===== src/irdg_pkg.sv =====
// ----------------------------------------------------------------------------
// irdg_pkg: shared definitions for the integer to radix digits block
// Widths, radix limits, divider status and the ASCII digit lookup.
// ----------------------------------------------------------------------------
package irdg_pkg;

	localparam int VALUE_BITS = 31;
	localparam int IDX_W      = $clog2(VALUE_BITS);
	localparam int CNT_W      = $clog2(VALUE_BITS + 1);
	localparam int RADIX_W    = 6;
	localparam int DIGIT_W    = 6;
	localparam int CHAR_W     = 7;

	localparam logic [RADIX_W-1:0] RADIX_MIN = 6'd2;
	localparam logic [RADIX_W-1:0] RADIX_MAX = 6'd36;
	localparam logic [DIGIT_W-1:0] DIGIT_MAX = 6'd35;
	localparam logic [DIGIT_W-1:0] DECIMAL_DIGITS = 6'd10;
	localparam logic [CHAR_W-1:0]  CHAR_ZERO = 7'd48;
	localparam logic [CHAR_W-1:0]  CHAR_LETTER_BASE = 7'd55;

	typedef struct packed {
		logic done;
		logic quo_nonzero;
	} div_status_t;

	function automatic logic [CHAR_W-1:0] digit_glyph(input logic [DIGIT_W-1:0] d);
		logic [DIGIT_W-1:0] dc;
		dc = (d > DIGIT_MAX) ? DIGIT_MAX : d;
		if (dc < DECIMAL_DIGITS) begin
			return CHAR_ZERO + {1'b0, dc};
		end else begin
			return CHAR_LETTER_BASE + {1'b0, dc};
		end
	endfunction

endpackage


===== src/integer_to_radix_digits.sv =====
// ----------------------------------------------------------------------------
// integer_to_radix_digits: integer to ASCII digits in a radix from 2 to 36
// Converts one value by repeated bit-serial division, then sends its digits.
// ----------------------------------------------------------------------------
//  channel  | signals                      | handshake
//  ---------+------------------------------+-------------------------------
//  input    | value                        | start high while busy is low
//  result   | digit_char, last_digit       | digit_valid for one cycle
//  config   | radix                        | radix_we, no wait
//
// Each digit comes from one pass of the bit-serial divider, then the characters
// are read from the digit buffer, most significant first, through the buffer
// read register and the character register.
// Reset clears the control state and sets the radix to 2.
// The receiver cannot stall; busy falls in the cycle that carries the last
// character.
// ----------------------------------------------------------------------------
module integer_to_radix_digits (
	input  logic                               clk,
	input  logic                               arst_n,
	input  logic                               start,
	output logic                               busy,
	input  logic [irdg_pkg::VALUE_BITS-1:0]    value,
	input  logic                               radix_we,
	input  logic [irdg_pkg::RADIX_W-1:0]       radix,
	output logic                               digit_valid,
	output logic [irdg_pkg::CHAR_W-1:0]        digit_char,
	output logic                               last_digit
);

	localparam logic [1:0] S_IDLE = 2'd0;
	localparam logic [1:0] S_DIV  = 2'd1;
	localparam logic [1:0] S_EMIT = 2'd2;

	logic [1:0]                       state_q;
	logic [irdg_pkg::RADIX_W-1:0]     radix_q;
	logic [irdg_pkg::RADIX_W-1:0]     eff_radix;
	logic [irdg_pkg::CNT_W-1:0]       n_q;
	logic [irdg_pkg::CNT_W-1:0]       count_q;
	logic [irdg_pkg::IDX_W-1:0]       rd_idx_q;
	logic                             pend_s1;
	logic                             last_s1;
	logic                             strobe_q;
	logic                             last_q;
	logic [irdg_pkg::CHAR_W-1:0]      char_q;

	logic                             accept;
	logic                             div_start;
	logic                             more;
	logic                             rd_en;
	logic [irdg_pkg::VALUE_BITS-1:0]  div_dividend;
	logic [irdg_pkg::VALUE_BITS-1:0]  div_quo;
	logic [irdg_pkg::DIGIT_W-1:0]     div_rem;
	irdg_pkg::div_status_t            div_st;
	logic [irdg_pkg::DIGIT_W-1:0]     rd_data;

	always_comb begin
		if (radix_q < irdg_pkg::RADIX_MIN) begin
			eff_radix = irdg_pkg::RADIX_MIN;
		end else if (radix_q > irdg_pkg::RADIX_MAX) begin
			eff_radix = irdg_pkg::RADIX_MAX;
		end else begin
			eff_radix = radix_q;
		end
	end

	assign accept       = start && !busy;
	assign more         = div_st.quo_nonzero &&
	                      (n_q != irdg_pkg::CNT_W'(irdg_pkg::VALUE_BITS - 1));
	assign div_start    = accept || (state_q == S_DIV && div_st.done && more);
	assign div_dividend = (state_q == S_IDLE) ? value : div_quo;
	assign rd_en        = (state_q == S_EMIT);

	irdg_div u_div (
		.clk       (clk),
		.arst_n    (arst_n),
		.start     (div_start),
		.dividend  (div_dividend),
		.divisor   (eff_radix),
		.quotient  (div_quo),
		.remainder (div_rem),
		.status    (div_st)
	);

	irdg_ram #(
		.WIDTH (irdg_pkg::DIGIT_W),
		.DEPTH (irdg_pkg::VALUE_BITS)
	) u_store (
		.clk   (clk),
		.we    (state_q == S_DIV && div_st.done),
		.waddr (n_q[irdg_pkg::IDX_W-1:0]),
		.wdata (div_rem),
		.re    (rd_en),
		.raddr (rd_idx_q),
		.rdata (rd_data)
	);

	always_ff @(posedge clk or negedge arst_n) begin
		if (!arst_n) begin
			state_q  <= S_IDLE;
			radix_q  <= irdg_pkg::RADIX_MIN;
			n_q      <= '0;
			count_q  <= '0;
			rd_idx_q <= '0;
			pend_s1  <= 1'b0;
			strobe_q <= 1'b0;
		end else begin
			if (radix_we) begin
				radix_q <= radix;
			end
			pend_s1  <= rd_en;
			strobe_q <= pend_s1;
			case (state_q)
				S_IDLE: begin
					if (accept) begin
						n_q     <= '0;
						state_q <= S_DIV;
					end
				end
				S_DIV: begin
					if (div_st.done) begin
						n_q <= n_q + 1'b1;
						if (!more) begin
							count_q  <= n_q + 1'b1;
							rd_idx_q <= n_q[irdg_pkg::IDX_W-1:0];
							state_q  <= S_EMIT;
						end
					end
				end
				S_EMIT: begin
					rd_idx_q <= rd_idx_q - 1'b1;
					if (rd_idx_q == '0) begin
						state_q <= S_IDLE;
					end
				end
				default: begin
					state_q <= S_IDLE;
				end
			endcase
		end
	end

	always_ff @(posedge clk) begin
		last_s1 <= (rd_idx_q == '0);
		last_q  <= last_s1;
		char_q  <= irdg_pkg::digit_glyph(rd_data);
	end

	assign busy        = (state_q != S_IDLE) || pend_s1;
	assign digit_valid = strobe_q;
	assign digit_char  = char_q;
	assign last_digit  = last_q;

	a_strobe_follows_read: assert property (@(posedge clk) disable iff (!arst_n)
		digit_valid |-> $past(pend_s1))
		else $error("digit strobe without a preceding buffer read");

	a_accept_sets_busy: assert property (@(posedge clk) disable iff (!arst_n)
		accept |=> busy)
		else $error("busy not raised after an accepted item");

	a_read_in_range: assert property (@(posedge clk) disable iff (!arst_n)
		(state_q == S_EMIT) |-> (irdg_pkg::CNT_W'(rd_idx_q) < count_q))
		else $error("digit buffer read beyond the digit count");

	a_char_legal: assert property (@(posedge clk) disable iff (!arst_n)
		digit_valid |-> ((digit_char >= 7'd48 && digit_char <= 7'd57) ||
		                 (digit_char >= 7'd65 && digit_char <= 7'd90)))
		else $error("digit character outside 0-9 and A-Z");

endmodule


===== src/irdg_ram.sv =====
// ----------------------------------------------------------------------------
// irdg_ram: generic single write port RAM
// One write and one registered read per cycle.
// ----------------------------------------------------------------------------
module irdg_ram #(
	parameter int WIDTH = 8,
	parameter int DEPTH = 32
) (
	input  logic                     clk,
	input  logic                     we,
	input  logic [$clog2(DEPTH)-1:0] waddr,
	input  logic [WIDTH-1:0]         wdata,
	input  logic                     re,
	input  logic [$clog2(DEPTH)-1:0] raddr,
	output logic [WIDTH-1:0]         rdata
);

	logic [WIDTH-1:0] mem_q [DEPTH];
	logic [WIDTH-1:0] rdata_q;

	always_ff @(posedge clk) begin
		if (we) begin
			mem_q[waddr] <= wdata;
		end
		if (re) begin
			rdata_q <= mem_q[raddr];
		end
	end

	assign rdata = rdata_q;

endmodule


===== src/irdg_div.sv =====
// ----------------------------------------------------------------------------
// irdg_div: bit-serial restoring divider
// Divides the value by the radix one quotient bit per cycle.
// ----------------------------------------------------------------------------
module irdg_div (
	input  logic                               clk,
	input  logic                               arst_n,
	input  logic                               start,
	input  logic [irdg_pkg::VALUE_BITS-1:0]    dividend,
	input  logic [irdg_pkg::RADIX_W-1:0]       divisor,
	output logic [irdg_pkg::VALUE_BITS-1:0]    quotient,
	output logic [irdg_pkg::DIGIT_W-1:0]       remainder,
	output irdg_pkg::div_status_t              status
);

	logic                             running_q;
	logic                             done_q;
	logic                             nz_q;
	logic [irdg_pkg::IDX_W-1:0]       cnt_q;
	logic [irdg_pkg::VALUE_BITS-1:0]  quo_q;
	logic [irdg_pkg::DIGIT_W-1:0]     rem_q;
	logic [irdg_pkg::DIGIT_W:0]       trial;
	logic                             ge;

	assign trial = {rem_q, quo_q[irdg_pkg::VALUE_BITS-1]};
	assign ge    = trial >= {1'b0, divisor};

	always_ff @(posedge clk or negedge arst_n) begin
		if (!arst_n) begin
			running_q <= 1'b0;
			done_q    <= 1'b0;
			nz_q      <= 1'b0;
			cnt_q     <= '0;
		end else begin
			done_q <= 1'b0;
			if (start) begin
				running_q <= 1'b1;
				nz_q      <= 1'b0;
				cnt_q     <= '0;
			end else if (running_q) begin
				nz_q  <= nz_q | ge;
				cnt_q <= cnt_q + 1'b1;
				if (cnt_q == irdg_pkg::IDX_W'(irdg_pkg::VALUE_BITS - 1)) begin
					running_q <= 1'b0;
					done_q    <= 1'b1;
				end
			end
		end
	end

	always_ff @(posedge clk) begin
		if (start) begin
			quo_q <= dividend;
			rem_q <= '0;
		end else if (running_q) begin
			quo_q <= {quo_q[irdg_pkg::VALUE_BITS-2:0], ge};
			rem_q <= ge ? irdg_pkg::DIGIT_W'(trial - {1'b0, divisor})
			            : trial[irdg_pkg::DIGIT_W-1:0];
		end
	end

	assign quotient           = quo_q;
	assign remainder          = rem_q;
	assign status.done        = done_q;
	assign status.quo_nonzero = nz_q;

endmodule


===== config.mk =====
export PLATFORM = sky130hd
export DESIGN_NAME = integer_to_radix_digits
export DESIGN_NICKNAME = d
export VERILOG_FILES = /design/src/irdg_pkg.sv /design/src/integer_to_radix_digits.sv /design/src/irdg_ram.sv /design/src/irdg_div.sv
export SDC_FILE = /design/constraint.sdc
export NUM_CORES = 1
export LEC_CHECK = 0
export ABC_AREA = 1
export BUFFER_PORTS_ARGS = -buffer_cell sky130_fd_sc_hd__buf_4
export CAP_MARGIN = 30
export CELL_PAD_IN_SITES_DETAIL_PLACEMENT = 1
export CELL_PAD_IN_SITES_GLOBAL_PLACEMENT = 1
export CORE_UTILIZATION = 45
export CTS_CLUSTER_SIZE = 12
export DETAILED_ROUTE_END_ITERATION = 7
export PLACE_DENSITY = 0.86
export SYNTH_ARGS = -nofsm -noshare
export SYNTH_HDL_FRONTEND = slang
export SYNTH_HIERARCHICAL = 1
export SYNTH_SLANG_ARGS = --single-unit

===== constraint.sdc =====
create_clock -name clk -period 4 [get_ports clk]
set_input_delay 0.4 -clock clk [delete_from_list [all_inputs] [get_ports clk]]
set_output_delay 0.4 -clock clk [all_outputs]
set_load 0.1 [all_outputs]

==> results.md, run 1 <==
- Async SR Flop Fraction: 10.53%
- Grt total ovfl: 0
- Die footprint: 0.02760 mm^2
- Gate Count Post-Synth: 1247
- Arr. time, crit path: 3.09 ns
- Data required, critical path: 4.28 ns
- Post-synthesis sequential area ratio: 63.50%
- Final setup viols: 0
- Slowest-stage cell, CP: nor2_4
- Reg-to-reg endpoint: u_div/quotient[0]$_DFFE_PP_
- Layout cells sized above 1: 10.76%
- Leak Pwr: 5.633 nW
- Chip Width: 166.1 um
- Total wire length: 31660 um
- Fin crit share: 70.34%
- Vias per cell: 5.455
- Number of buffers added on ports: 50
- Syn Area/Cell: 9.723 um^2
- Setup Skew: 0.02819 ns
- Final slew viol count: 0
- Worst Max-Slew Pin Slew: 0.9585 ns
- CP peak stage delay: 0.57 ns
- Placed cells: 1592
- Primary FF master, synth: edfxtp_1
- Fill count: 2945
- M3 GR Usage: 3.241%
- Met2 Use GR: 43.94%
- Starting Density: 46.13%
- Fin nets: 1345
- Die Y-Extent: 166.1 um
- Initial DRC count: 672
- Post-synthesis net count: 1302
- Maximum clock rate: 355.4 MHz
- Wire per inst: 19.25 um
- Synth cell types: 41
- Detailed Place HPWL: 20310 um
- Setup Buffers After CTS: 0
- Status: finished clean
- Relative slew slack: 36.03%
- FF-to-FF setup slack: 1.19 ns
- Worst hold start: radix[0]
- Max Cap Violations: 0
- Most Used Layer, Global Route: met2
- Final ANT Viol Nets: 0
- CP cell instances: nor2_4, nand3_2, o21ai_2, inv_2, nor2_1, a31oi_1
- Largest delay share family, worst path: simple AND/OR/NAND/NOR gates
- Setup TNS: 0 ns
- N_diodes: 0
- CTS Hold Bufs: 1
- Post-synth EDFFs: 223
- FP Rows: 59
- Unrepaired setup endpoints after global routing: no
- Worst hold path depth: 3
- CP Max Fanout: 36
- Vias in the first global route: 9548
- Root Buffer: clkbuf_16
- Clock Latency Late Sink: 0.55 ns
- Gpl congestion: 0.8616
- Post_cts resized: 0
- Clock Sinks: 266
- Final Non-Filler Cells: 1645
- Seq cells post-synth: 266
- FF-to-FF path depth: 6
- Largest net degree at the start of global routing: 91
- First-pass GRT wire length: 50750 um
- P&R area growth vs syn: 12.13%
- Vias: 8973
- CTS max path bufs: 3
- Total GRT Usage: 23.56%
- Hold Crit Endpoint: radix_q[0]$_DFFE_PN0P_
- Hold violation count in the final report: 0
- Remaining DRCs: 0
- Worst path bufs/invs: 1
- CP Capture Type: register
- Met1 Use GR: 27.15%
- Synthesized cell area: 0.01212 mm^2
- Synth warn: 6
- Core box area: 0.02628 mm^2
- CTS buffer count: 29
- Post-route minimum period: 2.813 ns
- Drt first pass iters: 5
- I/O pin count: 51
- Reg2Reg Launch Point: state_q[1]$_DFFE_PN0P_
- Pwr/cell area: 535.1 mW/mm^2
- WS Path Type: register to register
- Clock-pin slew on the worst setup and hold paths: 0.06 ns
- Peak VDD IR: 300.7 uV
- Type of origin of the critical path: register
- HP Class: input port to register
- Initial antenna violation count: 0
- CTS tree: built
- H-tree Lvls: 1
[cell families (layout without fill, tap and decap cells)]
group | Yosys count | in the layout | share of synthesized area, %
AO/OA/AOI/OAI | 34 | 34 | 1.589
XOR/XNOR | 4 | 4 | 0.2890
adder cells (fa/ha/maj) | 14 | 14 | 1.507
buffers and inverters | 120 | 183 | 4.912
flip-flops | 266 | 266 | 63.50
AND/OR/NAND/NOR | 809 | 809 | 28.20
[layer usage]
metal,vias to the layer above,share of wire [%]
met2,241,53
met4,0,3.3
met3,74,4.8
met1,4422,39
li1,4236,-
met5,-,0
[worst max path at each step]
| stage | from | endpoint | slack (ns) | cells after the start |
|---|---|---|---|---|
| final | state_q[1]$_DFFE_PN0P_ | u_div/quotient[0]$_DFFE_PP_ | 1.19 | 6 |
| after detailed placement | state_q[1]$_DFFE_PN0P_ | u_div/quotient[0]$_DFFE_PP_ | 1.16 | 6 |
| after floorplan | n_q[0]$_DFFE_PN0P_ | u_div/quotient[0]$_DFFE_PP_ | 1.73 | 8 |
| after global placement | state_q[1]$_DFFE_PN0P_ | u_div/quotient[0]$_DFFE_PP_ | 1.30 | 6 |
| after global routing | state_q[1]$_DFFE_PN0P_ | u_div/quotient[0]$_DFFE_PP_ | 0.90 | 6 |
| after CTS | state_q[1]$_DFFE_PN0P_ | u_div/quotient[0]$_DFFE_PP_ | 1.15 | 6 |
[worst min-delay path: stages]
cell	delay, ns
buf_4	0.08
nand2_1	0.04
o21ai_0	0.06
[per-stage QoR]
stage / area (um^2) / power (W) / worst slack [ns] / util [%] / hold WS (ns)
global placement: 12680 / 0.004718 / 1.304 / 48.27 / 0.3306
detailed placement: 12680 / 0.004828 / 1.160 / 48.27 / 0.3269
CTS: 13570 / 0.007358 / 1.149 / 51.65 / 0.04697
floorplan: 12120 / 0.004350 / 1.726 / - / 0.1044
global route: 13590 / 0.007621 / 0.8984 / 51.73 / 0.06226
finish: 13590 / 0.007274 / 1.187 / 51.73 / 0.06799
[cells in the mapped netlist (2+ instances only)]
master	instances	area, um^2
inv_1	57	214.0
a21oi_1	6	30.03
nand2_1	526	1974
edfxtp_1	223	6696
ha_1	13	162.7
dfrtp_1	27	675.7
nor2_4	4	45.04
clkbuf_1	13	48.80
nor2_2	2	12.51
nor2_1	62	232.7
o21ai_1	3	15.01
buf_2	17	85.08
nand2_2	10	62.56
buf_6	8	90.09
nand4_1	6	37.54
buf_4	15	112.6
o21ai_0	17	85.08
xor2_1	3	26.28
nor3_1	4	20.02
inv_2	8	30.03
nand3b_1	3	22.52
dfxtp_1	15	300.3
nand3_2	2	20.02
nand3_1	186	930.9
[registers in the layout, summed over array words and instances, names as in the netlist, 2 cells and up]
name and flops:
u_div/cnt_q 5, u_div/remainder 6, state_q 2, u_store/rdata 6, digit_char 7, u_store/mem_q 186, n_q 5, u_div/quotient 31
radix_q 6, rd_idx_q 5
[power breakdown]
part           internal, W  switching (W)
Sequential         0.00350       0.000108
Clock              0.00146        0.00105
Combinational     0.000336       0.000821
[area by class of cell]
class                           instances  area, um^2  area share, %
Clock buffer                           38       759.5          5.587
Clock inverter                         13       120.1         0.8836
Inverter                               67       259.0          1.905
Multi-Input combinational cell        861        3834          28.20
Sequential cell                       266        7700          56.64
Tap cell                              335       419.2          3.083
Timing Repair Buffer                   65       503.0          3.700
[layout by cell type, fill, tap and decap left out, drive strengths merged, types with 4 or more instances in the layout]
master and count:
nor3 4, nand3 189, buf 64, ha 13
inv 69, dfxtp 15, a21oi 7, o21ai 20
nand2 537, clkbuf 38, nand4 7, edfxtp 223
dfrtp 27, clkinv 9, nor2 69
Note: power is estimated with default switching activity, not from simulation.
==> inputs of run 2 (changes only) <==
- clock period: 4 -> 2.7 ns (I/O delays scaled with it)
==> run 2 against run 1 <==
Compared with the run above: count of clock-buffer cells in the layout increased by 4; sequential power grew 49%; register-to-register slack worse by 0.78 ns; sequential cell count unchanged; via count increased by 4.4%; power rose by 52%; die area unchanged; cell count is 2.9% higher; critical endpoint is now u_div/remainder[4]$_SDFFE_PP0P_; largest cell class unchanged.
==> results.md, run 2 (same netlist as run 1, synthesis figures left out) <==
- HP Class: input port to register
- Post-route cell area: 0.01404 mm^2 (+3.3%)
- Type of origin of the critical path: register
- Final WS setup: 0.4057 ns (-0.7808 ns)
- Gpl congestion: 0.8136 (-5.6%)
- Final Non-Filler Cells: 1692 (+2.9%)
- Fill count: 2951 (+0.20%)
- P&R area growth vs syn: 15.84%
- Post_cts resized: 0 (unchanged)
- Vias per cell: 5.537 (+1.5%)
- Die footprint: 0.02760 mm^2 (unchanged)
- Relative slew slack: 35.16% (-0.87 points)
- Unrepaired setup endpoints after global routing: no
- Vias: 9368 (+4.4%)
- Vias in the first global route: 10200 (+6.8%)
- Sequential Area: 0.007700 mm^2 (unchanged)
- Setup Buffers After CTS: 0 (unchanged)
- Detailed Place HPWL: 21410 um (+5.4%)
- Starting Density: 46.13% (unchanged)
- Max Cap Violations: 0 (unchanged)
- Largest net degree at the start of global routing: 91 (unchanged)
- Final ANT Viol Nets: 0 (unchanged)
- Wire per inst: 19.98 um (+3.8%)
- Pre-CTS setup slack: 0.4509 ns (-0.7087 ns)
- Layout cells sized above 1: 12.68% (+1.9 points)
- Clock Sinks: 266 (unchanged)
- Initial DRC count: 638 (-5.1%)
- Total wire length: 33810 um (+6.8%)
- Data required, critical path: 3.15 ns (-1.13 ns)
- Arr. time, crit path: 2.74 ns (-0.35 ns)
- Final setup viols: 0 (unchanged)
- CP Capture Type: register
- CTS buffer count: 30 (+3.4%)
- FP Rows: 59 (unchanged)
- Max reg flops: 186 (unchanged)
- Worst Max-Slew Pin Slew: 0.9715 ns (+0.01303 ns)
- Multi-input gate area: 0.003834 mm^2 (unchanged)
- CTS Hold Bufs: 17 (+16)
- Initial antenna violation count: 0 (unchanged)
- Root Buffer: clkbuf_16
- H-tree Lvls: 1 (unchanged)
- WS Path Type: register to register
- Largest Register: u_store/mem_q
- Most common cell after layout, fill and taps aside: nand2_1
- Chip Width: 166.1 um (unchanged)
- Final slew viol count: 0 (unchanged)
- CTS tree: built
- Die Y-Extent: 166.1 um (unchanged)
- Number of buffers added on ports: 50 (unchanged)
- Hold violation count in the final report: 0 (unchanged)
- Peak VDD IR: 538.7 uV (+79%)
- N_diodes: 0 (unchanged)
- Grt total ovfl: 0 (unchanged)
- Pwr/cell area: 787.7 mW/mm^2 (+47%)
- CP Max Fanout: 4 (-89%)
- Setup TNS: 0 ns (unchanged)
- Clock Latency Late Sink: 0.56 ns (about the same)
- First-pass GRT wire length: 54140 um (+6.7%)
- Fin nets: 1390 (+3.3%)
- Post-route minimum period: 2.294 ns (-0.5192 ns)
- Setup Skew: 0.01618 ns (-0.01201 ns)
- Clock-pin slew on the worst setup and hold paths: 0.06 ns (about the same)
- I/O pin count: 51 (unchanged)
- Leak Pwr: 5.886 nW (+4.5%)
- Placed cells: 1621 (+1.8%)
- Maximum clock rate: 435.9 MHz (+23%)
- Fin crit share: 84.97% (+15 points)
- Total GRT Usage: 25.01% (+1.4 points)
- Dpl cell area: 0.01293 mm^2 (+1.9%)
- Most frequent cells in the layout: nand2_1 (526), edfxtp_1 (223), nand3_1 (186), buf_4 (90), nor2_1 (62)
- Core box area: 0.02628 mm^2 (unchanged)
- Status: finished clean
- Drt first pass iters: 5 (unchanged)
- Remaining DRCs: 0 (unchanged)
- CTS max path bufs: 3 (unchanged)
-- run 2: cell types whose count changed in the layout (fill, tap and decap cells not counted), moves of 2 or more --
cell | previous run | this run
inv_6 | 3 | 1
clkbuf_8 | 0 | 3
clkbuf_16 | 29 | 31
dlygate4sd3_1 | 1 | 17
clkinv_2 | 7 | 5
buf_4 | 63 | 90
-- run 2: final cells by class --
class | count | area share (%)
clock buffers | 42 | 6.031
clock inverters | 12 | 0.7127
inverters | 67 | 1.844
multi-input cells | 861 | 27.30
flip-flops and latches | 266 | 54.82
well taps | 335 | 2.984
repair buffers | 109 | 6.307
-- run 2: worst paths after layout --
check | depth (start not counted) | to | from | slack (ns)
min reg2reg | 0 | last_digit$_DFF_P_ | last_s1$_DFF_P_ | 0.34
min in group asynchronous | 2 | radix_q[0]$_DFFE_PN0P_ | arst_n | 0.19
max reg2reg | 12 | u_div/remainder[4]$_SDFFE_PP0P_ | radix_q[4]$_DFFE_PN0P_ | 0.41
min | 5 | u_div/quotient[8]$_DFFE_PP_ | value[8] | 0.09
max | 12 | u_div/remainder[4]$_SDFFE_PP0P_ | radix_q[4]$_DFFE_PN0P_ | 0.41
max in group asynchronous | 2 | rd_idx_q[0]$_DFFE_PN0P_ | arst_n | 2.18
-- run 2: where the power goes --
group          internal, W  switching (W)  total, W
clock network      0.00228        0.00163   0.00391
logic             0.000516        0.00125   0.00176
registers          0.00519       0.000196   0.00539
-- run 2: per-layer routing --
| layer | wire [um] | global-route usage (%) | vias to the layer above |
|---|---|---|---|
| li1 | - | - | 4325 |
| met1 | 13470 | 29.78 | 4697 |
| met2 | 17780 | 46.38 | 255 |
| met3 | 1360 | 2.931 | 91 |
| met4 | 1197 | 8.980 | 0 |
| met5 | 0 | 0 | - |
-- run 2: critical path, stage by stage (launching register included) --
cell and delay, ns:
dfrtp_1 0.39, o21ai_0 0.24, nand2_1 0.14, nor3_1 0.20
ha_1 0.21, inv_1 0.10, fa_1 0.41, nand3_1 0.09
nand2_1 0.07, xnor2_1 0.16, nand2_1 0.07, nand3_1 0.07
nand2_1 0.05
-- run 2: stage by stage --
step / util [%] / power (W) / hold slack [ns]
2_1_floorplan: - / 0.006445 / -0.02559
3_3_place_gp: 49.19 / 0.007073 / 0.2240
3_5_place_dp: 49.19 / 0.007207 / 0.2357
4_1_cts: 53.44 / 0.01113 / 0.07659
5_1_grt: 53.44 / 0.01152 / 0.1017
6_report: 53.44 / 0.01106 / 0.08555
==> inputs of run 3 (changes only) <==
- CORE_UTILIZATION: 45 -> 44
- PLACE_DENSITY: 0.86 -> 0.87
- clock period: 2.7 -> 1.9 ns (I/O delays scaled with it)
==> run 3 against run 2 <==
Compared with the run above: the flow now finishes with violations (negative setup slack); clock power is 38% higher; setup slack worse by 0.70 ns; die area is 2.2% higher; global-route usage hardly changed; sequential power is 42% higher; power is 43% higher; sequential cell count stayed put; fmax is 4.4% higher; non-clock buffer count is 53 higher; cell count is 3.4% higher; via count is 2.8% higher.
==> results.md, run 3 (same netlist as run 1, synthesis figures left out) <==
- Status: complete, but fails checks
- Failing checks: negative setup slack
- Sw Pwr: 0.004496 W (+46%)
- Worst Max-Slew Pin Slew: 0.5470 ns (-0.4245 ns)
- Largest Register: u_store/mem_q
- Final slew viol count: 0 (unchanged)
- CTS tree: built
- Die footprint: 0.02822 mm^2 (+2.2%)
- Chip Width: 168.0 um (+1.1%)
- P&R area growth vs syn: 20.74%
- Relative slew slack: 63.50% (+28 points)
- Sequential share of power: 48.2% (-0.5 points)
- Max reg flops: 186 (unchanged)
- Fin crit share: 115.6% (+31 points)
- Hold violation count in the final report: 0 (unchanged)
- Type of origin of the critical path: register
- Data required, critical path: 2.35 ns (-0.80 ns)
- Util after Layout: 54.17% (+0.72 points)
- Initial DRC count: 589 (-7.7%)
- Max Cap Violations: 0 (unchanged)
- Final ANT Viol Nets: 0 (unchanged)
- Die Y-Extent: 168.0 um (+1.1%)
- FP Rows: 60 (+1.7%)
- Combinational Power Share: 17.7% (+1.8 points)
- Root Buffer: clkbuf_16
- Clock Latency Late Sink: 0.56 ns (about the same)
- Clock-pin slew on the worst setup and hold paths: 0.06 ns (about the same)
- Total wire length: 35070 um (+3.7%)
- Most frequent cells in the layout: nand2_1 (523), edfxtp_1 (223), nand3_1 (180), buf_4 (129), nor2_1 (60)
- CP Capture Type: register
- Initial antenna violation count: 0 (unchanged)
- Clock Sinks: 266 (unchanged)
- HP Class: input port to register
- Sw Ratio: 28.38% (+0.55 points)
- Number of buffers added on ports: 50 (unchanged)
- Vias: 9627 (+2.8%)
- Peak VDD IR: 905.1 uV (+68%)
- H-tree Lvls: 1 (unchanged)
- Final WS setup: -0.2967 ns (-0.7024 ns)
- Pre-CTS setup slack: -0.3538 ns (-0.8047 ns)
- Setup Skew: 0.01709 ns (+0.0009138 ns)
- Leak Pwr: 6.135 nW (+4.2%)
- Setup TNS: -1.758 ns (-1.758 ns)
- Starting Density: 44.86% (-1.3 points)
- Remaining DRCs: 0 (unchanged)
- Core box area: 0.02703 mm^2 (+2.8%)
- CP Max Fanout: 4 (unchanged)
- Internal Power: 0.01135 W (+42%)
- Power Total: 0.01585 W (+43%)
- Most common cell after layout, fill and taps aside: nand2_1
- Layout cells sized above 1: 17.40% (+4.7 points)
- Gpl congestion: 0.8999 (+11%)
- WS Path Type: register to register
- Wire per inst: 20.05 um (+0.35%)
- Detailed Place HPWL: 21260 um (-0.69%)
- Final Non-Filler Cells: 1749 (+3.4%)
- Total GRT Usage: 25.01% (about the same)
- CTS buffer count: 29 (-3.3%)
- Unrepaired setup endpoints after global routing: yes
- Vias per cell: 5.504 (-0.58%)
- N_diodes: 0 (unchanged)
- Largest net degree at the start of global routing: 94 (+3.3%)
- Grt total ovfl: 0 (unchanged)
- Placed cells: 1662 (+2.5%)
- CTS max path bufs: 3 (unchanged)
- First-pass GRT wire length: 54910 um (+1.4%)
- Final setup viols: 8 (+8)
- Drt first pass iters: 4 (-1)
- Arr. time, crit path: 2.64 ns (-0.10 ns)
- Post-route minimum period: 2.197 ns (-0.09756 ns)
- Pwr/cell area: 1082 mW/mm^2 (+37%)
- Fin nets: 1442 (+3.7%)
- Clock power share: 34.1% (-1.3 points)
- Vias in the first global route: 10350 (+1.5%)
- Maximum clock rate: 455.2 MHz (+4.4%)
- I/O pin count: 51 (unchanged)
[run 3: changes by cell type in the layout (fill, tap and decap cells not counted), moves of 5 or more]
cell	change
nand3_1	-6
dlygate4sd3_1	+7
inv_1	-8
inv_2	+6
buf_4	+39
nand3_2	+5
ha_1	-6
[run 3: power groups by stage]
| stage | logic [W] | clock network [W] | registers [W] |
|---|---|---|---|
| after floorplan | 0.00121 | 0 | 0.00795 |
| after global routing | 0.00314 | 0.00564 | 0.00768 |
| after CTS | 0.00274 | 0.00548 | 0.00763 |
| after global placement | 0.00234 | 0 | 0.00770 |
| after detailed placement | 0.00251 | 0 | 0.00772 |
| final | 0.00281 | 0.00540 | 0.00763 |
[run 3: final cells by class]
class	instances	area (um^2)
fillers	3013	12390
flip-flops and latches	266	7701
multi-input cells	861	3970
repair buffers	162	1384
clock buffers	45	848.3
well taps	341	426.7
inverters	67	265.3
clock inverters	7	43.79
[run 3: timing repair]
item                                   4_1_cts  5_1_grt
cloned                                       0        1
setup endpoints to repair                    8      131
setup buffers                                4        6
endpoints found under the hold margin       39        0
pin swaps                                   16        9
hold buffers                                24        0
resized for setup                           20       13
[run 3: worst max-delay path: stages, from the launching register on]
cell and delay (ns):
dfrtp_1 0.38, o211ai_1 0.26, nand2_2 0.15, nor3_2 0.20
ha_2 0.20, inv_2 0.04, fa_2 0.36, nand3_2 0.09
nand2_2 0.05, xnor2_1 0.13, nand2_1 0.09, nand3_1 0.08
nand2_1 0.05
[run 3: worst paths after layout]
check	startpoint	to	slack (ns)	cells after the start
worst max-delay path	radix_q[0]$_DFFE_PN0P_	u_div/remainder[4]$_SDFFE_PP0P_	-0.30	12
worst min-delay path	value[18]	u_div/quotient[18]$_DFFE_PP_	0.01	5
worst max register to register	radix_q[0]$_DFFE_PN0P_	u_div/remainder[4]$_SDFFE_PP0P_	-0.30	12
worst min register to register	last_s1$_DFF_P_	last_digit$_DFF_P_	0.33	0
max in group asynchronous	arst_n	radix_q[1]$_DFFE_PN1P_	1.47	2
min in group asynchronous	arst_n	u_div/cnt_q[4]$_DFFE_PN0P_	0.11	2
[run 3: layer usage]
metal / GRT usage [%] / part of all wire, % / up-vias
li1: - / - / 4445
met3: 3.597 / 5.1 / 84
met2: 46.36 / 53 / 303
met1: 28.78 / 39 / 4795
met5: 0 / 0 / -
met4: 10.41 / 3.1 / 0
[run 3: through the flow]
stage	hold WS [ns]	instance area [um^2]
CTS	0.001608	14530
floorplan	-0.1056	12150
finish	0.01146	14640
detailed placement	0.1482	13270
global route	0.03162	14640
global placement	0.1424	13270
